<file path="config.mk">
export PLATFORM = sky130hd
export DESIGN_NAME = dftme_fifo
export DESIGN_NICKNAME = d
export VERILOG_FILES = /design/src/hdl/dftme_pkg.sv /design/src/hdl/dftme_fifo.sv
export SDC_FILE = /design/constraint.sdc
export NUM_CORES = 1
export LEC_CHECK = 0
export ABC_AREA = 1
export ABC_CLOCK_PERIOD_IN_PS = 2550
export CORE_MARGIN = 2
export CORE_UTILIZATION = 45
export CTS_BUF_LIST = sky130_fd_sc_hd__clkbuf_4 sky130_fd_sc_hd__clkbuf_8
export DETAILED_ROUTE_END_ITERATION = 10
export DONT_BUFFER_PORTS = 1
export GPL_TIMING_DRIVEN = 0
export PLACE_DENSITY_LB_ADDON = 0.12
export SETUP_SLACK_MARGIN = 0.05
export SKIP_LAST_GASP = 1
export SLEW_MARGIN = 15
export SYNTH_ARGS = -nofsm -noshare
export SYNTH_HDL_FRONTEND = slang
export SYNTH_SLANG_ARGS = --single-unit
</file>
<file path="constraint.sdc">
create_clock -name clk -period 2.55 [get_ports clk]
set_input_delay 0 -clock clk [delete_from_list [all_inputs] [get_ports clk]]
set_output_delay 0 -clock clk [all_outputs]
set_load 0.005 [all_outputs]
</file>
<file path="src/hdl/dftme_pkg.sv">
// ----------------------------------------------------------------------------
// dftme_pkg
// Shared types and constants of the DFT matrix entry generator.
// ----------------------------------------------------------------------------
package dftme_pkg;

  // field widths
  localparam int IDX_W      = 12;
  localparam int N_W        = 13;
  localparam int SCALE_W    = 15;
  localparam int CFG_DATA_W = 15;
  localparam int PHASE_W    = 16;
  localparam int PROD_W     = 2 * IDX_W;
  localparam int DIV_STEPS  = PROD_W + PHASE_W;

  // fixed point trig datapath, unsigned Q1.30, square Q2.30
  localparam int X_W    = 31;
  localparam int X2_W   = 32;
  localparam int TRIG_W = 31;
  localparam logic [TRIG_W-1:0] ONE_Q30    = 31'h4000_0000;
  localparam logic [32:0]       TWO_PI_Q30 = 33'd6746518852;

  // series terms, Horner order
  localparam int SIN_TERMS = 6;
  localparam int COS_TERMS = 7;
  localparam int TERM_LAT  = 3;
  localparam int SIN_DEN [SIN_TERMS] = '{156, 110, 72, 42, 20, 6};
  localparam int COS_DEN [COS_TERMS] = '{182, 132, 90, 56, 30, 12, 2};

  // defaults of the top level parameters
  localparam int DEF_MAX_ORDER   = 4096;
  localparam int DEF_SAMPLE_BITS = 16;

  // queue between front and back
  localparam int FIFO_DEPTH = 4;
  localparam int PTR_W      = $clog2(FIFO_DEPTH);

  // register map
  typedef enum logic [0:0] {
    CFG_SIZE_N     = 1'b0,
    CFG_NORM_SCALE = 1'b1
  } cfg_reg_t;

  // classified item handed from front to back
  typedef struct packed {
    logic [PROD_W-1:0] prod;
    logic              err;
  } item_t;

endpackage

</file>
<file path="src/hdl/dftme_fifo.sv">
// ----------------------------------------------------------------------------
// dftme_fifo
// Short first-word-fall-through queue between front and back.
// ----------------------------------------------------------------------------
module dftme_fifo import dftme_pkg::*; (
  input  logic  clk,
  input  logic  rst,
  input  item_t push_item,
  input  logic  push_valid,
  output logic  push_ready,
  output item_t pop_item,
  output logic  pop_valid,
  input  logic  pop_ready
);

  item_t            mem [FIFO_DEPTH];
  logic [PTR_W-1:0] wr_ptr;
  logic [PTR_W-1:0] rd_ptr;
  logic [PTR_W:0]   count;
  logic             push;
  logic             pop;

  assign push_ready = (count != (PTR_W+1)'(FIFO_DEPTH));
  assign pop_valid  = (count != '0);
  assign push       = push_valid && push_ready;
  assign pop        = pop_valid && pop_ready;
  assign pop_item   = mem[rd_ptr];

  // pointers and fill level
  always_ff @(posedge clk) begin
    if (rst) begin
      wr_ptr <= '0;
      rd_ptr <= '0;
      count  <= '0;
    end else begin
      if (push) wr_ptr <= wr_ptr + 1'b1;
      if (pop) rd_ptr <= rd_ptr + 1'b1;
      if (push && !pop) begin
        count <= count + 1'b1;
      end else if (pop && !push) begin
        count <= count - 1'b1;
      end
    end
  end

  // storage
  always_ff @(posedge clk) begin
    if (push) mem[wr_ptr] <= push_item;
  end

endmodule

</file>
## Yosys cells after proc, flatten, opt, wreduce, memory -nomap -nowiden

Memories as Yosys holds them, arrays and structs flattened. A register that Yosys moved wholly into a read port is not among the register bits.
Index checks and enable logic that the tools add are counted.

- Multipliers: 0
- $add $sub $neg: 4
- Reduce and logical (&&, ||, !) cells: 8
- Equal/unequal tests: 1
- Order comparisons: 0
- Bitwise gates (word level): 0
- Shift-type cells: 0
- Multiplexer cells: 6
- Divide/modulo/power cells: 0

Operators by type and width:

| operator | count |
|---|---|
| 3-bit two-way mux | 2 |
| 2-bit by 1-bit adder with 2-bit output, second input constant | 2 |
| 1-bit logical AND | 4 |
| 2-bit two-way mux | 2 |
| 3-bit by 1-bit adder with 3-bit output, second input constant | 1 |
| 3-bit inequality test, second input constant | 1 |
| 3-bit nonzero test | 1 |
| 3-bit by 1-bit subtractor with 3-bit output, second input constant | 1 |
| 1-bit logical NOT | 2 |
| 1-bit two-way mux | 2 |
| 2-bit nonzero test | 1 |

- Memories: 1
- Bits in latches: 0
- Output and inout bits: 27
- Input bits: 29
- Logic and storage cells: 23
- Bits in writable memories: 100
- Flip-flop bits (word level): 7
- Memory bits (read-only): 0

Memories:

| name | depth | bits a word | read ports | clocked after Yosys merged registers in | wr ports | RTL line | RTL |
|---|---|---|---|---|---|---|---|
| mem | 4 | 25 | 1 | 1 | 1 | dftme_fifo.sv:16 | `item_t mem [FIFO_DEPTH];` |

## Depth between registers and ports, before layout

- Word-level depth: 6
- Mapped depth: 13
- Depth with buffers taken out: 13

## Worst setup path after synthesis

No wires, ideal clock.

- Path kind: register -> register
- Start point: register count[0]
- End point: memory mem[1][0] (netlist name) (enable)
- Data arrival time: 1.736 ns
- Library setup time: 0.407 ns
- Stages on the path, launching flop included: 5
- Period minus slack after synthesis: 2.143 ns
- Data required time: 2.143 ns
- Path slack: 0.407 ns
- Buffers on the path: 0
- Cells stage by stage: dfxtp_1 -> nor2_2 -> nand2_1 -> nand2_2 -> nor2_1

- Longest elaborated chain between the ends: 4

Ends and longest elaborated chain:

| element | RTL line | RTL |
|---|---|---|
| start: declaration | dftme_fifo.sv:19 | `logic [PTR_W:0] count;` |
| start signal: assignment | dftme_fifo.sv:39 | `count <= count + 1'b1;` |
| start signal: assignment | dftme_fifo.sv:41 | `count <= count - 1'b1;` |
| 3-bit inequality test | dftme_fifo.sv:23 | `assign push_ready = (count != (PTR_W+1)'(FIFO_DEPTH));` |
| net push_ready | dftme_fifo.sv:10 | `output logic push_ready,` |
| 1-bit logical AND | dftme_fifo.sv:25 | `assign push = push_valid && push_ready;` |
| 1-bit two-way mux | dftme_fifo.sv:48 | `if (push) mem[wr_ptr] <= push_item;` |
| 1-bit two-way mux (not written as such) | dftme_fifo.sv:48 |  |
| end: declaration | dftme_fifo.sv:16 |  |

The timed path passes the listed nets, and every way through them passes these cells.

## Final worst setup path

- Start point: register count[1]
- End point: register count[1]

- Longest elaborated chain between the ends: 5
- Elaborated cells on any way between the ends: 13
- Those cells by class: add/sub (2); eq/ne (1); mux (2); reduce/logical (8)

Ends and longest elaborated chain:

| element | RTL line | RTL |
|---|---|---|
| 3-bit inequality test (*) | dftme_fifo.sv:23 |  |
| net push_ready | dftme_fifo.sv:10 |  |
| 1-bit logical AND (*) | dftme_fifo.sv:25 |  |
| net push | dftme_fifo.sv:20 | `logic push;` |
| 1-bit logical NOT | dftme_fifo.sv:40 | `end else if (pop && !push) begin` |
| 1-bit logical AND | dftme_fifo.sv:40 |  |
| 2-bit nonzero test (no line) | n/a |  |

The timed path passes the listed nets; every way through them passes the cells marked *. The select of a mux whose other input is x is not followed.
A chain may end at the register's enable or synchronous reset.

==> impl_metrics.toml <==
[timing]
slew_violations = 0
whs_ps = 42.5
skew_ps = 14.9
worstMarginPinSlew_ps = 797
setup_tns_ps = 0
setup_viol = 0
hold_violations = 0
max_slew_margin_pct = 46.7
rsz0062_at_grt = "no"
worst_slack_ps = 579
period_needed_ps = 1970
fmax_ghz = 0.507
fin_crit_sh_pct = 77.3

[die]
rows = 35
die_h_um = 101
io_pins = 56
coreArea_um2 = 9150
dieArea_um2 = 10100
initial_core_util_pct = 46.0
die_w_um = 101

[global_routing]
track_usage_pct = 17.7
grt_max_degree = 26
overflow = 0
globalRoute.busiestLayer = "met2"
grt_antenna_before_repair = 0
grt_pass1_vias = 2449
met3_usage_pct = 6.17
grt_pass1_wl_um = 13100
use_met2_pct = 28.9
met1_usage_pct = 22.3

[critical_path]
cp-start-kind = "register"
reg2reg_to = "count[1]"
required_ps = 2810
critPathCaptureType = "register"
crit_type = "reg2reg"
timing.rr.start = "count[1]"
r2r_cells = 9
path_max_fanout = 5
crit_path_end = "count[1]"
crit_arrival_ps = 2230
r2r_slack_ps = 580
crit_start = "count[1]"

[routing]
route.detailed.drc = 0
routedWlPerCell_um = 18.1
vias = 2474
routed_wl_um = 8480
firstDrtPassIters = 4
routed_via_density = 5.28
drtIter0Drc = 118
postRouteAntennaNets = 0

[place]
dpl.hpwl_um = 5370
dp.cells = 424
pre_cts_ws_ps = 597
placement.io_buffers = 0
gp_congestion = 0.758

[yosys]
ys_seq_elements = 109
syn_inst = 310
avgSynthCellArea_um2 = 13.6
synth_top_area_share_pct = 71.3
async_flop_share_pct = 0
yosys-top-cells-count = "edfxtp_1 (100), nor2_1 (63), o21ai_0 (41)"
synth.area.top_cells = "edfxtp_1 (71%), nor2_1 (5.6%), o21ai_0 (4.9%), dfxtp_1 (4.3%), o22ai_1 (3.7%)"
synthFlopType = "edfxtp_1"
ys_types = 22
synth.yosys.seq_area_share_pct = 75.6
synth_edf_count = 100
synth.most_common_cell = "edfxtp_1"
syn_area_um2 = 4210
synth_largest_area_cell = "edfxtp_1"
yosys_warnings = 0
syn-num-nets = 345

[clock_tree]
cts-root-buf = "clkbuf_8"
cts_tree = "built"
numClockSinks = 109
h-tree-depth = 3
clock_path_buffers = 2
numCtsBuffers = 9
clk_latency_ps = 360
postCtsResizedCells = 0
clkSlewWorstSetupHoldPaths_ps = 110

[power_and_ir_drop]
p_int_uw = 2910
switchingPower_uw = 1380
ir_drop_uv = 355
swShare_pct = 32.1
powerDensity_nw_per_um2 = 871
p_comb_share_pct = 26.0
power_frac_seq_pct = 52.3
clockPowerShare_pct = 21.7
power_leakage_uw = 0.00169

[layout]
syn_to_final_growth_pct = 17.0
fillers = 764
nNetsFinal = 388
layoutNonFillerInstCount = 469
final_core_util_pct = 53.8
diodes = 0
drive_above_1_share_pct = 12.3

[run_status]
outcome = "finished clean"

[worst_hold_path]
hp-start = "push_valid"
min_path_type = "in2reg"

[job]
drv_cap = 0
==> area by class of cell <==
class	instances	area (µm²)	share of cell area (%)
Inverter	16	62.6	1.27
Clock inverter	7	51.3	1.04
Tap cell	111	139	2.82
Clock buffer	9	124	2.51
Timing Repair Buffer	32	373	7.57
Buffer	15	110	2.24
Sequential cell	109	3180	64.6
Multi-Input combinational cell	170	883	17.9
==> per-layer routing <==
metal  part of all wire [%]  vias to the layer above  wire [µm]
li1                       -                     1207          -
met1                     44                     1201       3750
met2                     49                       61       4160
met3                    5.9                        5        504
met4                   0.84                        0         71
met5                      0                        -          0
==> kinds of logic (layout without fill, tap and decap cells) <==
kind of cell / after synthesis / in the layout / share of synthesized area, %
buf+inv: 31 / 79 / 4.10
xor+xnor: 1 / 1 / 0.208
simple gates: 84 / 84 / 7.88
fa+ha+maj: 6 / 6 / 1.96
flops: 109 / 109 / 75.6
compound gates: 79 / 79 / 10.2
==> worst min-delay path by stage <==
stage | to | cells past startpoint | slack (ps)
global placement | rd_ptr[0] | 1 | 70
detailed placement | rd_ptr[0] | 1 | 80
CTS | wr_ptr[1] | 4 | 20
finish | wr_ptr[1] | 4 | 40
floorplan | register | 1 | 70
global route | wr_ptr[0] | 4 | 50
==> cells in the final DEF, fill, tap and decap left out <==
master	count
a21oi_1	3
clkinv_1	1
clkinv_4	3
o21ai_1	9
clkinvlp_4	1
buf_4	4
nor2_2	1
ha_1	5
nand3_1	4
o22ai_1	25
fa_1	1
inv_4	1
edfxtp_1	100
inv_2	2
buf_6	4
xor2_1	1
nor2_4	4
clkbuf_8	9
nand2_1	13
clkinv_2	1
o21ai_2	1
buf_2	7
inv_1	13
buf_16	3
dfxtp_1	9
o21ai_0	41
nor2_1	59
inv_6	1
nand2_2	2
nand3b_1	1
dlygate4sd3_1	29
==> registers in the layout (all words and copies together) (netlist names), named ones only <==
| register | count |
|---|---|
| wr_ptr | 2 |
| count | 3 |
| mem | 100 |
| rd_ptr | 2 |
==> power by group through the flow <==
| stage | combinational [µW] | clock, µW | sequential (µW) |
|---|---|---|---|
| finish | 1120 | 931 | 2240 |
| CTS | 1140 | 961 | 2250 |
| floorplan | 721 | 0 | 2270 |
| global route | 1240 | 1020 | 2270 |
| detailed placement | 1080 | 0 | 2290 |
| global placement | 990 | 0 | 2300 |
==> metrics by stage <==
stage	power, µW	instance area (µm²)
after CTS	4340	4930
final	4290	4930
after detailed placement	3370	4460
after global placement	3290	4350
after global routing	4520	4930
after floorplan	3000	4210
==> critical path: stages, from the launching register on <==
cell     delay (ps)
dfxtp_1         360
nor2_2          130
nand2_1         130
nand2_2         230
inv_2            80
ha_1            220
inv_1            90
fa_1            420
o21ai_0         160
nor2_1           50
==> what timing repair did <==
item | CTS | global route
setup buffers | 0 | 0
endpoints found under the hold margin | 109 | 0
setup endpoints to repair | 0 | 0
hold buffers | 29 | 0
No activity file was read; power rests on OpenSTA's default activity.
