## config.mk

```make
export PLATFORM = sky130hd
export DESIGN_NAME = dftme_front_flat
export DESIGN_NICKNAME = d
export VERILOG_FILES = /design/src/hdl/dftme_pkg.sv /design/src/hdl/dftme_if.sv /design/src/hdl/dftme_front.sv /design/src/flat_wrapper.sv
export SDC_FILE = /design/constraint.sdc
export NUM_CORES = 1
export LEC_CHECK = 0
export BUFFER_PORTS_ARGS = -buffer_cell sky130_fd_sc_hd__buf_2
export CAP_MARGIN = 10
export CORE_ASPECT_RATIO = 0.6
export CORE_MARGIN = 8
export CORE_UTILIZATION = 40
export DETAILED_ROUTE_END_ITERATION = 7
export GPL_ROUTABILITY_DRIVEN = 1
export PLACE_DENSITY = 0.63
export SLEW_MARGIN = 20
export SYNTH_ARGS = -nofsm -noshare
export SYNTH_HDL_FRONTEND = slang
export SYNTH_SLANG_ARGS = --single-unit
export TNS_END_PERCENT = 5
```

## constraint.sdc

```tcl
create_clock -name clk -period 8 [get_ports clk]
set_input_delay 2.4 -clock clk [delete_from_list [all_inputs] [get_ports clk]]
set_output_delay 2.4 -clock clk [all_outputs]
set_load 0.01 [all_outputs]
```

## src/hdl/dftme_pkg.sv

```systemverilog
// ----------------------------------------------------------------------------
// dftme_pkg
// Shared types and constants of the DFT matrix entry generator.
// ----------------------------------------------------------------------------
package dftme_pkg;

  // field widths
  localparam int IDX_W      = 12;
  localparam int N_W        = 13;
  localparam int SCALE_W    = 15;
  localparam int CFG_DATA_W = 15;
  localparam int PHASE_W    = 16;
  localparam int PROD_W     = 2 * IDX_W;
  localparam int DIV_STEPS  = PROD_W + PHASE_W;

  // fixed point trig datapath, unsigned Q1.30, square Q2.30
  localparam int X_W    = 31;
  localparam int X2_W   = 32;
  localparam int TRIG_W = 31;
  localparam logic [TRIG_W-1:0] ONE_Q30    = 31'h4000_0000;
  localparam logic [32:0]       TWO_PI_Q30 = 33'd6746518852;

  // series terms, Horner order
  localparam int SIN_TERMS = 6;
  localparam int COS_TERMS = 7;
  localparam int TERM_LAT  = 3;
  localparam int SIN_DEN [SIN_TERMS] = '{156, 110, 72, 42, 20, 6};
  localparam int COS_DEN [COS_TERMS] = '{182, 132, 90, 56, 30, 12, 2};

  // defaults of the top level parameters
  localparam int DEF_MAX_ORDER   = 4096;
  localparam int DEF_SAMPLE_BITS = 16;

  // queue between front and back
  localparam int FIFO_DEPTH = 4;
  localparam int PTR_W      = $clog2(FIFO_DEPTH);

  // register map
  typedef enum logic [0:0] {
    CFG_SIZE_N     = 1'b0,
    CFG_NORM_SCALE = 1'b1
  } cfg_reg_t;

  // classified item handed from front to back
  typedef struct packed {
    logic [PROD_W-1:0] prod;
    logic              err;
  } item_t;

endpackage

```

## src/hdl/dftme_if.sv

```systemverilog
// ----------------------------------------------------------------------------
// dftme interfaces
// Request, response and register write channels.
// ----------------------------------------------------------------------------
interface dftme_in_if;
  import dftme_pkg::*;
  logic             valid;
  logic             ready;
  logic [IDX_W-1:0] row_index;
  logic [IDX_W-1:0] col_index;
  modport source (output valid, row_index, col_index, input ready);
  modport sink (input valid, row_index, col_index, output ready);
endinterface


```

## src/hdl/dftme_front.sv

```systemverilog
// ----------------------------------------------------------------------------
// dftme_front
// Accepts index pairs, forms the index product and flags bad indices.
// ----------------------------------------------------------------------------
module dftme_front import dftme_pkg::*; (
  input  logic           clk,
  input  logic           rst,
  dftme_in_if.sink       req,
  input  logic [N_W-1:0] n_eff,
  output item_t          item,
  output logic           item_valid,
  input  logic           item_ready
);

  logic take;

  assign req.ready = !item_valid || item_ready;
  assign take      = req.valid && req.ready;

  // holding register valid
  always_ff @(posedge clk) begin
    if (rst) begin
      item_valid <= 1'b0;
    end else if (req.ready) begin
      item_valid <= req.valid;
    end
  end

  // product and range check of the accepted beat
  always_ff @(posedge clk) begin
    if (take) begin
      item.prod <= {{IDX_W{1'b0}}, req.row_index} * {{IDX_W{1'b0}}, req.col_index};
      item.err  <= (n_eff == '0) || ({1'b0, req.row_index} >= n_eff)
                   || ({1'b0, req.col_index} >= n_eff);
    end
  end

endmodule

```

## src/flat_wrapper.sv

```systemverilog
// flat-port wrapper written by rule: the top's interface ports become plain ports
module dftme_front_flat import dftme_pkg::*;
  (clk, rst, n_eff, item, item_valid, item_ready, req_valid, req_row_index, req_col_index, req_ready);
  dftme_in_if req_i ();
  input  logic clk;
  input  logic rst;
  input  logic [N_W-1:0] n_eff;
  output item_t item;
  output logic item_valid;
  input  logic item_ready;
  input wire logic [$bits(req_i.valid)-1:0] req_valid;
  input wire logic [$bits(req_i.row_index)-1:0] req_row_index;
  input wire logic [$bits(req_i.col_index)-1:0] req_col_index;
  output wire logic [$bits(req_i.ready)-1:0] req_ready;
  assign req_i.valid = req_valid;
  assign req_i.row_index = req_row_index;
  assign req_i.col_index = req_col_index;
  assign req_ready = req_i.ready;
  dftme_front u_core (.clk(clk), .rst(rst), .req(req_i), .n_eff(n_eff), .item(item), .item_valid(item_valid), .item_ready(item_ready));
endmodule
```

== After elaboration in Yosys (flattened, before gate mapping) ==
Index checks and enable logic that the tools add are counted.

* Register bits after elaboration: 26
* Input port bits: 41
* Output and inout port bits: 27
* Word-level logic and storage cells: 12

* $mul: 1
* $lt $le $gt $ge: 2
* Reduce and logical (&&, ||, !) cells: 6

{| class="wikitable"
|+ Operator list
! operator !! number
|-
| $ge A12 B13 Y1 || 2
|-
| $mul A12 B12 Y24 || 1
|-
| $logic_not A13 Y1 || 1
|-
| $logic_or A1 B1 Y1 || 3
|-
| $logic_and A1 B1 Y1 || 1
|-
| $logic_not A1 Y1 || 1
|}

== Longest topological paths before layout ==
Gate-level depths: netlist of the first run.

* Depth in word-level cells: 3
* Mapped depth: 19
* Mapped depth without buffers: 18

== Worst setup path before layout of the first run ==
OpenSTA, ideal clock, no wires.

* Path type: input to register
* From: input port req_col_index[5]
* To: register u_core.item[20] (netlist name)
* Library setup time: 0.265 ns
* Arrival: 6.846 ns
* Required time: 7.735 ns
* Setup slack: 0.888 ns
* Stages on the path: 17
* Path buffers: 1
* Cells stage by stage: clkbuf_1 -> nand2_1 -> fa_1 -> fa_1 -> fa_1 -> inv_1 -> fa_1 -> inv_1 -> fa_1 -> inv_1 -> ha_1 -> a21oi_1 -> o211ai_1 -> a22o_1 -> o21ba_1 -> a211o_1 -> xor2_1

* Word-level cells in the longest chain between the ends: 1

{| class="wikitable"
|+ Ends and longest elaborated chain
! element !! line !! source
|-
| start: declaration || flat_wrapper.sv:13 || <nowiki>input wire logic [$bits(req_i.col_index)-1:0] req_col_index;</nowiki>
|-
| $mul A12 B12 Y24 || dftme_front.sv:32 || <nowiki>item.prod <= {{IDX_W{1'b0}}, req.row_index} * {{IDX_W{1'b0}}, req.col_index};</nowiki>
|}

No other way between the ends.
A chain may end at the register's enable or synchronous reset.

== Final worst setup path of the first run ==
* From: input port req_row_index[5]
* To: register u_core.item[20] (netlist name)

* Word-level cells in the longest chain between the ends: 1

{| class="wikitable"
|+ Ends and longest elaborated chain
! element !! line !! source
|-
| start: declaration || flat_wrapper.sv:12 || <nowiki>input wire logic [$bits(req_i.row_index)-1:0] req_row_index;</nowiki>
|-
| $mul A12 B12 Y24 || dftme_front.sv:32 ||
|}

No other way between the ends.

==> flow_metrics.tcl, run 1 <==
set metrics [dict create \
    drtIter0Drc 231 \
    r2r_cells 3 \
    post-route-period-util_pct 89.5 \
    drc 0 \
    critical-path-max-stage-delay_ns 0.57 \
    clkTransAtPathRegs_ns 0.07 \
    hold_slack_ns 0.517 \
    cts_htree_levels 1 \
    seq_power_share_pct 14.0 \
    dieArea_um2 19700 \
    syn_to_final_growth_pct 9.83 \
    grt_max_degree 26 \
    syn_avg_cell_area_um2 9.04 \
    yosysTopAreaCellShare_pct 32.6 \
    cts_setup_buffers 0 \
    multi_input_area_um2 4710 \
    synth_edf_count 25 \
    clkSinkCount 26 \
    clk_latency_ns 0.27 \
    ys_warn_count 0 \
    cts_resized 0 \
    syn_nets 905 \
    vias 4511 \
    p_int_mw 1.10 \
    grt_usage_pct 14.5 \
    slew_headroom_pct 72.2 \
    clockBufferDepth 2 \
    p_leak_nw 3.55 \
    dp_cells 922 \
    grt_first_pass_wirelength_um 23700 \
    synthDistinctLibCells 42 \
    rsz0062_at_grt "no" \
    seq_area_frac_synth_pct 12.6 \
    port_buffers 67 \
    drtAntennaViolNets 0 \
    drt-total-wl_um 13500 \
    crit_chain "buf_2, nand2_1, fa_1, fa_1, fa_1, inv_1, fa_1, inv_1, fa_1, inv_1, ha_1, a21oi_1, o211ai_1, a22o_1, o21ba_1, a211o_1, xor2_1" \
    switching_power_mw 1.06 \
    gp_congestion 0.833 \
    cp-start-kind "primary input" \
    reg2reg_slack_ns 6.77 \
    critical_path.most_common_cell "fa_1" \
    cp.required_ns 8.02 \
    syn_inst 678 \
    grt_overflow 0 \
    peakVddDrop_v 0.000258 \
    diodes 0 \
    fillers 1506 \
    cts_tree "yes" \
    cp-end-kind "flop" \
    crit_fanout 13 \
    ctsHoldBuffers 0 \
    drive_above_1_share_pct 10.4 \
    final_cells 926 \
    min_to "u_core.item_valid" \
    start_util_pct 40.5 \
    holdCritPathClass "flop to flop" \
    power.density_nw_per_um2 322 \
    grt_pass1_vias 4725 \
    holdCritStartpoint "u_core.item_valid" \
    crit_slowest_cell "fa_1" \
    finalCriticalPeriod_ns 7.16 \
    wl_per_cell_um 14.6 \
    cts-root-buf "clkbuf_16" \
    yosysMostFrequentCell "inv_1" \
    numCtsBuffers 3 \
    skew_ns 0.00264 \
    maxCapViolations 0 \
    fp.dieH_um 112 \
    p_clk_share_pct 7.1 \
    power_frac_comb_pct 79.0 \
    die_w_um 176 \
    synth_seq_cells 26 \
    antenna_found_initial 0 \
    finalSetupViolCount 0 \
    hold_viol_final 0 \
    drv_slew 0 \
    drt_first_pass_iters 4 \
    synth-main-ff-cell "edfxtp_1" \
    synth_area_um2 6130 \
    num_io_pins 68 \
    async_reset_ff_share_pct 0 \
    num-nets-final 951 \
    finalPower_mw 2.17 \
    rows 35 \
    tightest_slew_ns 0.413 \
    hold_path_depth 2 \
    cp.arrival_ns 7.18 \
    r2r-start "u_core.item_valid" \
    via_per_inst 4.87 \
    fp.coreArea_um2 15200 \
    synth_area_leaders "fa_1 (33%), ha_1 (18%), edfxtp_1 (12%), inv_1 (8.9%), and2_1 (6.4%)" \
    switching_share_pct 49.1 \
    regToRegEndpoint "u_core.item[24]" \
    seqCellArea_um2 771 \
    status "complete, no violations" \
    synth_area_leader_cell "fa_1" \
    critical_path_class "primary input to flop" \
    synth_commonest_cells "inv_1 (146), fa_1 (100), nand2_1 (96)" \
    place_hpwl_um 11300 \
    timing.fmax_ghz 0.140 \
    setup-tns-final_ns 0 \
]
through the flow:
step | instance area (um^2) | setup WS [ns] | util, %
2_1_floorplan | 6130 | 0.888 | -
3_3_place_gp | 6630 | 0.712 | 43.8
3_5_place_dp | 6630 | 0.583 | 43.8
4_1_cts | 6740 | 0.864 | 44.5
5_1_grt | 6740 | 0.587 | 44.5
6_report | 6740 | 0.840 | 44.5
power groups by stage:
stage                     Sequential, mW  Combinational [mW]  Clock, mW
after global placement             0.309                1.70          0
final                              0.303                1.71      0.153
after CTS                          0.305                1.73      0.159
after detailed placement           0.307                1.71          0
after global routing               0.310                1.97      0.165
after floorplan                    0.335                1.30          0
state kept, by name (all words and copies together), names as in the netlist:
register and count:
u_core.item 25, u_core.item_valid 1
cells in the final DEF, fill, tap and decap left out, types with 5 or more instances in the layout:
| cell type | instances |
|---|---|
| a21o_1 | 11 |
| a21oi_1 | 26 |
| and2_1 | 63 |
| buf_2 | 67 |
| edfxtp_1 | 25 |
| fa_1 | 100 |
| ha_1 | 86 |
| inv_1 | 146 |
| nand2_1 | 96 |
| nand2b_1 | 5 |
| nand3_1 | 5 |
| nor2_1 | 9 |
| nor4_1 | 5 |
| o211ai_1 | 6 |
| o21ai_0 | 9 |
| xnor2_1 | 12 |
| xor2_1 | 6 |
metal layers:
metal  up-vias  track usage [%]  part of all wire [%]
li1       2211                -                     -
met1      2200             20.9                    49
met2        93             22.5                    44
met3         7             2.77                   6.0
met4         0             1.80                  0.55
met5         -                0                     0
final cells by class:
type                            instances  area share (%)
Clock inverter                          1           0.446
Tap cell                              203            3.77
Multi-Input combinational cell        478            69.9
Timing Repair Buffer                   69            5.20
Inverter                              146            8.14
Sequential cell                        26            11.4
Clock buffer                            3            1.11
worst max-delay path, delay by kind of cell:
family	cells	cell delay, ns
buffers and inverters	4	0.38
XOR/XNOR	1	0.14
adder cells (fa/ha/maj)	6	2.93
AND/OR/NAND/NOR	1	0.12
AO/OA/AOI/OAI	5	1.19
how the worst max path moves through the flow:
| stage | from | end | slack, ns | depth (start not counted) |
|---|---|---|---|---|
| floorplan | req_col_index[5] | u_core.item[20] | 0.89 | 17 |
| global placement | req_col_index[5] | u_core.item[20] | 0.71 | 17 |
| detailed placement | req_row_index[5] | u_core.item[20] | 0.58 | 17 |
| CTS | req_row_index[5] | u_core.item[20] | 0.86 | 17 |
| global route | req_row_index[5] | u_core.item[20] | 0.59 | 17 |
| finish | req_row_index[5] | u_core.item[20] | 0.84 | 17 |
logic make-up (layout without fill, tap and decap cells):
family / count (synthesis) / count (layout) / share of synthesized area (%)
buffers and inverters: 174 / 219 / 10.7
AOI/OAI and AO/OA: 77 / 77 / 8.20
adders and majority gates: 186 / 186 / 50.2
xor gates and xnor gates: 18 / 18 / 2.57
and+or+nand+nor: 197 / 197 / 15.8
DFF: 26 / 26 / 12.6
No activity file was read; power rests on OpenSTA's default activity.
==> run 2: changes to the inputs <==
- REMOVE_ABC_BUFFERS: unset -> 1
==> run 2 against run 1 <==
  * Sequential power about the same
  * First-iteration DRC count shrank 2.6%
  * Largest power group unchanged
  * Non-clock buffer count down 1
  * Cell area decreased by 0.50%
  * Sequential share of layout area rose by 0.058 points
  * Highest routed layer unchanged
  * Critical path type unchanged
  * Critical path depth unchanged
==> flow_metrics.tcl, run 2 (synthesis results as in run 1) <==
set metrics [dict create \
    status "complete, no violations" \
    start_util_pct 40.5 \
    crit_start "req_row_index[5]" \
    drtIter0Drc 225 \
    seqCellArea_um2 771 \
    final_cell_mix "inv_1 (146), fa_1 (100), nand2_1 (96)" \
    clkSinkCount 26 \
    num-nets-final 950 \
    crit_fanout 13 \
    final_cells 925 \
    reg2reg_slack_ns 6.75 \
    cp-start-kind "primary input" \
    hold_slack_ns 0.553 \
    finalCriticalPeriod_ns 7.17 \
    dieArea_um2 19700 \
    r2r_cells 3 \
    seq_power_share_pct 14.1 \
    finalSetupViolCount 0 \
    die_w_um 176 \
    fillers 1515 \
    cts-root-buf "clkbuf_16" \
    regToRegEndpoint "u_core.item[2]" \
    largest_register_ffs 25 \
    crit_end "u_core.item[20]" \
    place_hpwl_um 11200 \
    drt_first_pass_iters 4 \
    slew_headroom_pct 73.6 \
    clockBufferDepth 2 \
    diodes 0 \
    layout_commonest_cell "inv_1" \
    drtAntennaViolNets 0 \
    cts_setup_buffers 0 \
    fin_util_pct 44.2 \
    setup-tns-final_ns 0 \
    drive_above_1_share_pct 10.1 \
    via_per_inst 4.92 \
    fp.dieH_um 112 \
    antenna_found_initial 0 \
    drc 0 \
    cp.arrival_ns 7.19 \
    switching_share_pct 49.7 \
    power.density_nw_per_um2 318 \
    cts_resized 0 \
    numCtsBuffers 3 \
    grt_first_pass_wirelength_um 23300 \
    placed_cell_area_um2 6620 \
    ctsHoldBuffers 0 \
    rows 35 \
    peakVddDrop_v 0.000217 \
    timing.fmax_ghz 0.139 \
    clkTransAtPathRegs_ns 0.07 \
    drv_slew 0 \
    reg_top3 "u_core.item (25), u_core.item_valid (1)" \
    dp_cells 921 \
    skew_ns 0.00443 \
    num_io_pins 68 \
    p_clk_share_pct 5.5 \
    clk_latency_ns 0.27 \
    power_frac_comb_pct 80.4 \
    grt_usage_pct 14.2 \
    maxCapViolations 0 \
    cts_tree "yes" \
    rsz0062_at_grt "no" \
    cts_htree_levels 1 \
    cp.required_ns 8.02 \
    hold_viol_final 0 \
    p_leak_nw 3.53 \
    cp-end-kind "flop" \
    drt-total-wl_um 13500 \
    fp.coreArea_um2 15200 \
    multi_input_area_um2 4710 \
    port_buffers 67 \
    vias 4551 \
    r2r-start "u_core.item_valid" \
    grt_pass1_vias 4740 \
    wl_per_cell_um 14.6 \
    grt_max_degree 26 \
    post-route-period-util_pct 89.6 \
    final_area_um2 6700 \
    holdCritPathClass "flop to flop" \
    syn_to_final_growth_pct 9.28 \
    grt_overflow 0 \
    p_int_mw 1.07 \
    top_register "u_core.item" \
    tightest_slew_ns 0.393 \
    critical_path_class "primary input to flop" \
    gp_congestion 0.811 \
    switching_power_mw 1.06 \
]
-- run 2: power by group through the flow --
stage	registers [mW]	logic [mW]	clock network, mW
after global routing	0.306	1.98	0.127
final	0.300	1.71	0.118
after CTS	0.302	1.74	0.122
after global placement	0.304	1.70	0
after detailed placement	0.305	1.71	0
after floorplan	0.335	1.28	0
-- run 2: layout make-up --
cell class,count,share of cell area (%)
Sequential cell,26,11.5
Tap cell,203,3.79
Clock inverter,1,0.0560
Clock buffer,3,1.12
Multi-Input combinational cell,478,70.2
Timing Repair Buffer,68,5.12
Inverter,146,8.18
-- run 2: stage by stage --
stage | power, mW | setup WS [ns]
3_5_place_dp | 2.02 | 0.538
6_report | 2.13 | 0.831
2_1_floorplan | 1.62 | 1.16
3_3_place_gp | 2.01 | 0.714
5_1_grt | 2.41 | 0.572
4_1_cts | 2.17 | 0.797
-- run 2: worst max-delay path, stage by stage --
cell and delay (ns):
buf_2 0.25, nand2_1 0.13, fa_1 0.58, fa_1 0.45, fa_1 0.50, inv_1 0.05
fa_1 0.53, inv_1 0.06, fa_1 0.53, inv_1 0.04, ha_1 0.36, a21oi_1 0.22
o211ai_1 0.19, a22o_1 0.28, o21ba_1 0.20, a211o_1 0.27, xor2_1 0.14
-- run 2: how the worst min path moves through the flow --
stage / from / endpoint / slack [ns] / cells after the start
2_1_floorplan: u_core.item_valid / u_core.item_valid / 0.59 / 2
3_3_place_gp: u_core.item_valid / u_core.item_valid / 0.56 / 2
3_5_place_dp: u_core.item_valid / u_core.item_valid / 0.55 / 2
4_1_cts: u_core.item_valid / u_core.item_valid / 0.57 / 2
5_1_grt: u_core.item_valid / u_core.item_valid / 0.62 / 2
6_report: u_core.item_valid / u_core.item_valid / 0.55 / 2
-- run 2: per-layer routing --
layer | vias to the layer above | track usage, % | wire [um]
li1 | 2208 | - | -
met4 | 0 | 0.731 | 21
met3 | 2 | 2.81 | 865
met2 | 110 | 22.6 | 6120
met1 | 2231 | 20.5 | 6490
met5 | - | 0 | 0
==> run 3: changes to the inputs <==
- ABC_CLOCK_PERIOD_IN_PS: unset -> 8000
- BUFFER_PORTS_ARGS: -buffer_cell sky130_fd_sc_hd__buf_2 -> unset
- DONT_BUFFER_PORTS: unset -> 1
- GPL_ROUTABILITY_DRIVEN: 1 -> unset
- PLACE_DENSITY: 0.63 -> 0.59
==> run 3 against run 2 <==
  * Global-route usage up 0.33 points
  * Combinational power decreased by 6%
  * Total power shrank 1.0%
  * First-iteration DRC count up 0.89%
  * Die area stayed put
  * Worst hold slack gained 0.12 ns
  * Core utilization down 2.0 points
  * Critical path depth is the same
  * Sequential power rose by 15%
  * Final cell count decreased by 7.2%
  * Clock power up 30%
  * Via count is 4.5% lower
  * Largest cell class unchanged
  * Largest power group unchanged
==> flow_metrics.tcl, run 3 (synthesis results as in run 1) <==
set metrics [dict create \
    status "complete, no violations" \
    grt_pass1_vias 4527 \
    crit_fanout 13 \
    peakVddDrop_v 0.000289 \
    port_buffers 0 \
    grt_overflow 0 \
    drtAntennaViolNets 0 \
    post-route-period-util_pct 86.2 \
    hold_path_depth 2 \
    reg_top3 "u_core.item (25), u_core.item_valid (1)" \
    slew_headroom_pct 67.9 \
    skew_ns 0.0127 \
    drv_slew 0 \
    cts_setup_buffers 0 \
    fp.coreArea_um2 15200 \
    cp-end-kind "flop" \
    holdCritPathClass "flop to flop" \
    vias 4347 \
    power_frac_comb_pct 76.4 \
    antenna_found_initial 0 \
    drc 0 \
    cp.arrival_ns 7.02 \
    final_cell_mix "inv_1 (146), fa_1 (100), nand2_1 (96)" \
    cts_resized 0 \
    grt_max_degree 26 \
    diodes 0 \
    gp_congestion 0.830 \
    finalPower_mw 2.11 \
    ctsHoldBuffers 0 \
    switching_power_mw 1.04 \
    num_io_pins 68 \
    fin_util_pct 42.2 \
    p_clk_share_pct 7.2 \
    largest_register_ffs 25 \
    finalSetupViolCount 0 \
    timing.fmax_ghz 0.145 \
    critical-path-max-stage-delay_ns 0.54 \
    hold_viol_final 0 \
    switching_share_pct 49.2 \
    cp-start-kind "primary input" \
    dieArea_um2 19700 \
    hold_slack_ns 0.670 \
    die_w_um 176 \
    power.density_nw_per_um2 330 \
    finalCriticalPeriod_ns 6.90 \
    grt_first_pass_wirelength_um 23400 \
    rsz0062_at_grt "no" \
    tightest_slew_ns 0.478 \
    cts-root-buf "clkbuf_16" \
    grt_usage_pct 14.5 \
    place_hpwl_um 11700 \
    final_cells 858 \
    p_leak_nw 3.28 \
    fp.dieH_um 112 \
    layout_commonest_cell "inv_1" \
    cts_htree_levels 1 \
    seq_power_share_pct 16.3 \
    clockBufferDepth 2 \
    critical_path.most_common_cell "fa_1" \
    r2r_cells 3 \
    cp.required_ns 8.12 \
    dp_cells 854 \
    rows 35 \
    crit_slowest_cell "fa_1" \
    top_register "u_core.item" \
    maxCapViolations 0 \
    num-nets-final 883 \
    critical_path_class "primary input to flop" \
    numCtsBuffers 3 \
    setup-tns-final_ns 0 \
    drtIter0Drc 227 \
    drt_first_pass_iters 4 \
    clkTransAtPathRegs_ns 0.06 \
    drt-total-wl_um 13900 \
    start_util_pct 40.5 \
    syn_to_final_growth_pct 4.24 \
    clk_latency_ns 0.28 \
    clkSinkCount 26 \
    cts_tree "yes" \
    via_per_inst 5.07 \
    drive_above_1_share_pct 1.07 \
    p_int_mw 1.07 \
    crit_chain "and2_1, fa_1, inv_1, fa_1, inv_1, fa_1, fa_1, inv_1, fa_1, inv_1, ha_1, a21oi_1, nand2_1, o21ai_1, o211ai_1, a31o_1, a21oi_1" \
    wl_per_cell_um 16.2 \
]
==> run 3: cell types whose count changed in the layout (fill, tap and decap cells not counted) <==
cell / change
buf_2: -67
bufinv_16: +1
clkinv_1: -1
==> run 3: metrics by stage <==
stage	setup WS (ns)	cell area, um^2
final	1.10	6390
after detailed placement	0.874	6290
after global placement	0.998	6290
after CTS	1.15	6390
after floorplan	1.16	6030
after global routing	0.858	6390
==> run 3: power by group through the flow <==
stage / registers, mW / clock network, mW / logic [mW]
2_1_floorplan: 0.335 / 0 / 1.28
3_3_place_gp: 0.354 / 0 / 1.57
3_5_place_dp: 0.353 / 0 / 1.61
4_1_cts: 0.350 / 0.158 / 1.62
5_1_grt: 0.352 / 0.161 / 1.87
6_report: 0.344 / 0.153 / 1.61
==> run 3: area by class of cell <==
type | count | area, um^2
fillers | 1553 | 8760
clock inverters | 1 | 30.0
inverters | 146 | 548
clock buffers | 3 | 75.1
multi-input cells | 478 | 4710
repair buffers | 1 | 7.51
flip-flops and latches | 26 | 771
well taps | 203 | 254
==> run 3: routing by layer <==
metal | vias up | routed length [um] | GRT usage [%]
met5 | - | 0 | 0
met4 | 0 | 68 | 1.74
met3 | 4 | 659 | 2.64
met2 | 82 | 6360 | 22.9
met1 | 2191 | 6820 | 20.9
li1 | 2070 | - | -
==> run 3: path summary, 6_finish.rpt <==
kind	from	end	slack, ns
min reg2reg	u_core.item_valid	u_core.item_valid	0.67
min	u_core.item_valid	u_core.item_valid	0.67
max	req_row_index[3]	u_core.item[23]	1.10
max reg2reg	u_core.item_valid	u_core.item[17]	6.62
==> run 3: worst max-delay path: cells and delay by family <==
kind / cells / cell delay, ns
buffers and inverters: 4 / 0.19
adder cells (fa/ha/maj): 6 / 2.96
AO/OA/AOI/OAI: 5 / 1.22
AND/OR/NAND/NOR: 2 / 0.23
